**src/assert_macros.svh**
```systemverilog
// Assertion macros shared by the RTL files; clocked on i_clk, held off during reset.
`ifndef ASSERT_MACROS_SVH
`define ASSERT_MACROS_SVH
`ifndef SYNTH
`define ASSERT_ALWAYS(label, cond, msg) \
    label: assert property (@(posedge i_clk) disable iff (!i_rst_n) (cond)) else $error(msg);
`define ASSERT_IMPLIES(label, ante, cons, msg) \
    label: assert property (@(posedge i_clk) disable iff (!i_rst_n) (ante) |-> (cons)) \
        else $error(msg);
`else
`define ASSERT_ALWAYS(label, cond, msg)
`define ASSERT_IMPLIES(label, ante, cons, msg)
`endif
`endif

```
**src/scc_pkg.sv**
```systemverilog
// Shared types, widths and helpers for the strongly connected components block.
`timescale 1ns / 1ps
package scc_pkg;
    localparam int VW    = 6;   // vertex number width
    localparam int RW    = 64;  // adjacency row width
    localparam int CNT_W = 7;   // vertex and component count width

    typedef struct packed {
        logic [VW-1:0] row;
        logic [RW-1:0] edges;
        logic          last_row;
    } t_in_beat;

    typedef struct packed {
        logic [VW-1:0]    vertex;
        logic [VW-1:0]    component;
        logic             component_end;
        logic             last;
        logic [CNT_W-1:0] component_total;
    } t_out_beat;

    typedef struct packed {
        logic [VW-1:0] vertex;
        logic [VW-1:0] component;
        logic          component_end;
    } t_res_entry;

    // Positions of a row whose index has bit b set.
    function automatic logic [RW-1:0] bit_select(input int b);
        logic [RW-1:0] sel;
        sel = '0;
        for (int p = 0; p < RW; p++) begin
            sel[p] = ((p >> b) & 1) == 1;
        end
        return sel;
    endfunction
endpackage

```
**src/scc_pick.sv**
```systemverilog
// Candidate unit: lowest unvisited neighbour of a masked adjacency row.
`timescale 1ns / 1ps
module scc_pick (
    input  logic [scc_pkg::RW-1:0] i_row,
    input  logic [scc_pkg::RW-1:0] i_mask,
    input  logic [scc_pkg::RW-1:0] i_visited,
    output logic                   o_found,
    output logic [scc_pkg::VW-1:0] o_index
);
    import scc_pkg::*;

    logic [RW-1:0] w_cand;
    logic [RW-1:0] w_low;

    assign w_cand  = i_row & i_mask & ~i_visited;
    // isolate the lowest set bit
    assign w_low   = w_cand & (~w_cand + RW'(1));
    assign o_found = |w_cand;

    always_comb begin
        for (int b = 0; b < VW; b++) begin
            o_index[b] = |(w_low & bit_select(b));
        end
    end
endmodule

```
**config.mk**
```make
export PLATFORM = sky130hd
export DESIGN_NAME = scc_pick
export DESIGN_NICKNAME = d
export VERILOG_FILES = /design/src/assert_macros.svh /design/src/scc_pkg.sv /design/src/scc_pick.sv
export SDC_FILE = /design/constraint.sdc
export NUM_CORES = 1
export LEC_CHECK = 0
export BUFFER_PORTS_ARGS = -buffer_cell sky130_fd_sc_hd__buf_2
export CAP_MARGIN = 20
export CORE_UTILIZATION = 31
export DETAILED_ROUTE_END_ITERATION = 8
export PLACE_DENSITY = 0.82
export SETUP_SLACK_MARGIN = 0.5
export SLEW_MARGIN = 40
export SYNTH_ARGS = -nofsm -noshare
export SYNTH_HDL_FRONTEND = slang
export SYNTH_SLANG_ARGS = --single-unit
```
**constraint.sdc**
```tcl
create_clock -name vclk -period 7.45
set_clock_uncertainty 0.1 [all_clocks]
set_input_delay 1.49 -clock vclk [all_inputs]
set_output_delay 1.49 -clock vclk [all_outputs]
set_load 0.01 [all_outputs]
```
After elaboration in Yosys (flattened, before gate mapping) --
Cells that the tools add are included.
Storage, ports and cells: bits in registers 0, bits of input ports 192, logic and storage cells 13
Operators by class: add/subtract/negate cells 1, bitwise logic cells 5, reductions and logical operators 7
Operator list (number):
- $and A64 B64 Y64 | 3
- $reduce_or A32 Y1 | 6
- $not A64 Y64 | 2
- $add A64 B1 Y64 const B | 1
- $reduce_or A64 Y1 | 1

Longest topological paths before layout --
depth in word-level cells 6, gate-level depth with buffers 9

Worst setup path before layout --
Ideal clock, no wire load.
path type input-to-output, start point input i_mask[32] in the netlist's numbering, end point output o_index[5] in the netlist's numbering, data arrival time 3347 ps, setup slack 2513 ps, stages 9, buffers on the path 1, cells stage by stage and3b_1 -> or3_4 -> nor4_4 -> nand4_2 -> nor3_4 -> buf_6 -> a32oi_1 -> and3_1 -> nand4b_1
On the way: word-level cells in the longest chain between the ends 6
Ends and longest elaborated chain:
- from (decl) | line scc_pick.sv:5 | input logic [scc_pkg::RW-1:0] i_mask,
- $and A64 B64 Y64 * (2 in a row) | line scc_pick.sv:15 | assign w_cand = i_row & i_mask & ~i_visited;
- $not A64 Y64 | line scc_pick.sv:17 | assign w_low = w_cand & (~w_cand + RW'(1));
- $add A64 B1 Y64 | line scc_pick.sv:17
- $and A64 B64 Y64 * | line scc_pick.sv:17
- $reduce_or A32 Y1 * | line scc_pick.sv:22 | o_index[b] = |(w_low & bit_select(b));
- to (decl) | line scc_pick.sv:8 | output logic [scc_pkg::VW-1:0] o_index
Mark *: on every way between the ends. The rest lies on a longest branch, timed or not.

Worst setup path after layout --
start point input i_row[21] in the netlist's numbering, end point output o_index[4] in the netlist's numbering
On the way: word-level cells in the longest chain between the ends 6
Ends and longest elaborated chain:
- from (decl) | line scc_pick.sv:4 | input logic [scc_pkg::RW-1:0] i_row,
- $and A64 B64 Y64 * (2 in a row) | line scc_pick.sv:15
- $not A64 Y64 | line scc_pick.sv:17
- $add A64 B1 Y64 | line scc_pick.sv:17
- $and A64 B64 Y64 * | line scc_pick.sv:17
- $reduce_or A32 Y1 * | line scc_pick.sv:22
Marks and branches as above.

==> flow_summary_export.csv <==
group,metric,value,unit
finish,clock_buffer_count,0,
die,die_height,77.0,µm
finish,finalNetCount,663,
min_path,holdPathStages,4,
synthesis,synth_fp_nets,464,
clocking,cts_hold_buffers,0,
worst_setup_path,startpoint_type,"input pin",
worst_setup_path,timing.critical_path.required,5.86,ns
timing,fmax,184,MHz
min_path,min-delay-path-class,"input pin to output port",
finish,synthToLayoutAreaGrowth,61.0,%
status,run_status,"finished, final reports clean",
power,power.leakage,1.48,nW
timing,unrepaired_setup_endpoints_after_global_routing,"no",
route,detail_route.iter0.violations,201,
synthesis,synth_top_area_share,18.1,%
power,power_density,51.5,nW/µm²
clocking,cts_resized,0,
power,power.ir.vdd_worst,0.0214,mV
route,drt_first_pass_iters,5,
route,routed_wire_length_per_instance,14.1,µm
synthesis,syn-mean-instance-area,6.41,µm²
synthesis,synthDominantAreaCellType,"nand3b_1",
timing,timing.final.setup_violations,0,
worst_setup_path,worst-path-max-fanout,9,
timing,finalCritPeriodShare,72.9,%
die,die_footprint,5930,µm²
synthesis,synthesis.area,1740,µm²
timing,maxSlewHeadroom,46.2,%
synthesis,cell_variety_after_synth,58,
global_routing,first_global_vias,2758,
global_routing,first_pass_grt_wire_length,12000,µm
finish,final_core_area_utilization,53.3,%
finish,sequential_cell_area,0,µm²
finish,numSequentialCells,0,
synthesis,synth.area.top_cells,"nand3b_1 18%, nand2_1 8.4%, nor2_1 6.2%",
timing,hold_violations,0,
finish,diodes,0,
synthesis,ys_seq_area_share,0,%
die,initial_core_util,33.1,%
global_routing,gr_usage_total,23.7,%
route,detail_route.drc_violations,0,
die,die_w,77.0,µm
route,route.final.wire_length,7620,µm
min_path,hold-path-endpoint,"o_found",
finish,drive_above_1_share,45.2,%
place,gp_routability_congestion,1.04,
die,io_pins,199,
timing,fin_tns_setup,0,ns
timing,final_period_minus_worst_setup_slack,5.43,ns
worst_setup_path,end_kind,"output port",
worst_setup_path,critical_path_arrival,3.84,ns
run,max-cap-violations,0,
route,vias_post_dr,3011,
die,fp-row-count,26,
place,hpwlAfterDp,6740,µm
synthesis,syn_inst,272,
global_routing,grt_max_degree,20,
clocking,post_cts.repair.setup_buffers,0,
timing,worstMarginPinSlew,0.799,ns
synthesis,yosys_warnings,0,
route,viasPerCell,5.59,
min_path,hold_path_start,"i_row[63]",
place,number_of_port_buffers,199,
route,postRouteAntennaNets,0,
timing,slew_viol_final,0,
worst_setup_path,criticalPathCategory,"input pin to output port",
global_routing,grt_overflow_total,0,
global_routing,antenna_found_initial,0,
die,core_footprint,5270,µm²
-- cells in the final DEF, fill, tap and decap left out, drive strengths merged, types with 4 or more instances in the layout --
cell	count
buf	199
nand3b	42
nand2	39
nor2	29
nor3	17
o21ai	16
and3b	11
nand3	9
nand4	9
o211ai	8
nor4	8
inv	6
nor2b	6
a31oi	5
nand4b	5
a21oi	4
or2	4
nor3b	4
a2111oi	4
-- logic make-up (layout without fill, tap and decap cells) --
group	Yosys count	in the layout	share of synthesized area (%)
AOI/OAI and AO/OA	59	59	23.9
and+or+nand+nor	205	205	73.7
buffers and inverters	8	205	2.37
-- critical path, cell delays in order --
cell      delay, ns
buf_2          0.09
nand3b_1       0.16
nand4_1        0.21
nor3_1         0.35
nand3_1        0.34
nor3_1         0.58
a32oi_1        0.17
and2_1         0.20
nand4_1        0.09
buf_2          0.15
-- Yosys cell counts, types with 3 or more instances --
cell,n
a2111oi_0,3
a21oi_1,4
a221oi_1,3
a31oi_1,5
a32oi_1,3
and2_1,3
and3b_1,11
inv_1,6
nand2_1,39
nand2b_1,3
nand3_1,8
nand3b_1,42
nand4_1,8
nand4b_1,4
nor2_1,29
nor2b_1,5
nor3_1,16
nor3b_1,3
nor4_1,7
o211ai_1,8
o21ai_0,14
or2_2,3
or4_1,3
-- metrics by stage --
| step | setup WS [ns] | cells | power, mW | cell area, µm² | hold WS, ns |
|---|---|---|---|---|---|
| after global routing | 1.75 | 539 | 0.160 | 2810 | 3.36 |
| after detailed placement | 2.05 | 539 | 0.143 | 2810 | 3.33 |
| final | 2.02 | 539 | 0.145 | 2810 | 3.35 |
| after global placement | 2.11 | 539 | 0.140 | 2810 | 3.33 |
| after floorplan | 2.51 | 272 | 0.0741 | 1740 | 3.09 |
| after CTS | 2.04 | 539 | 0.143 | 2810 | 3.33 |
-- final cells by class --
type,instances,area (µm²)
multi-input combinational,264,1700
tap,70,87.6
inverter,6,22.5
timing repair buffer,199,996
fill,531,2460
-- how the worst max path moves through the flow --
stage,from,endpoint
5_1_grt,i_visited[21],o_index[1]
6_report,i_row[21],o_index[4]
2_1_floorplan,i_mask[32],o_index[5]
4_1_cts,i_mask[32],o_index[5]
3_3_place_gp,i_visited[21],o_index[1]
3_5_place_dp,i_mask[34],o_index[5]
-- per-layer routing --
| metal | part of all wire (%) | global-route usage [%] | vias up |
|---|---|---|---|
| met4 | 2.7 | 6.23 | 0 |
| li1 | - | - | 1470 |
| met2 | 49 | 43.8 | 196 |
| met5 | 0 | 0 | - |
| met1 | 40 | 29.3 | 1321 |
| met3 | 8.2 | 1.55 | 24 |
-- report_power, final --
group          total, mW  internal [mW]  switching [mW]
registers              0              0               0
logic              0.145         0.0723          0.0725
clock network          0              0               0
(Power assumes the default switching activity.)
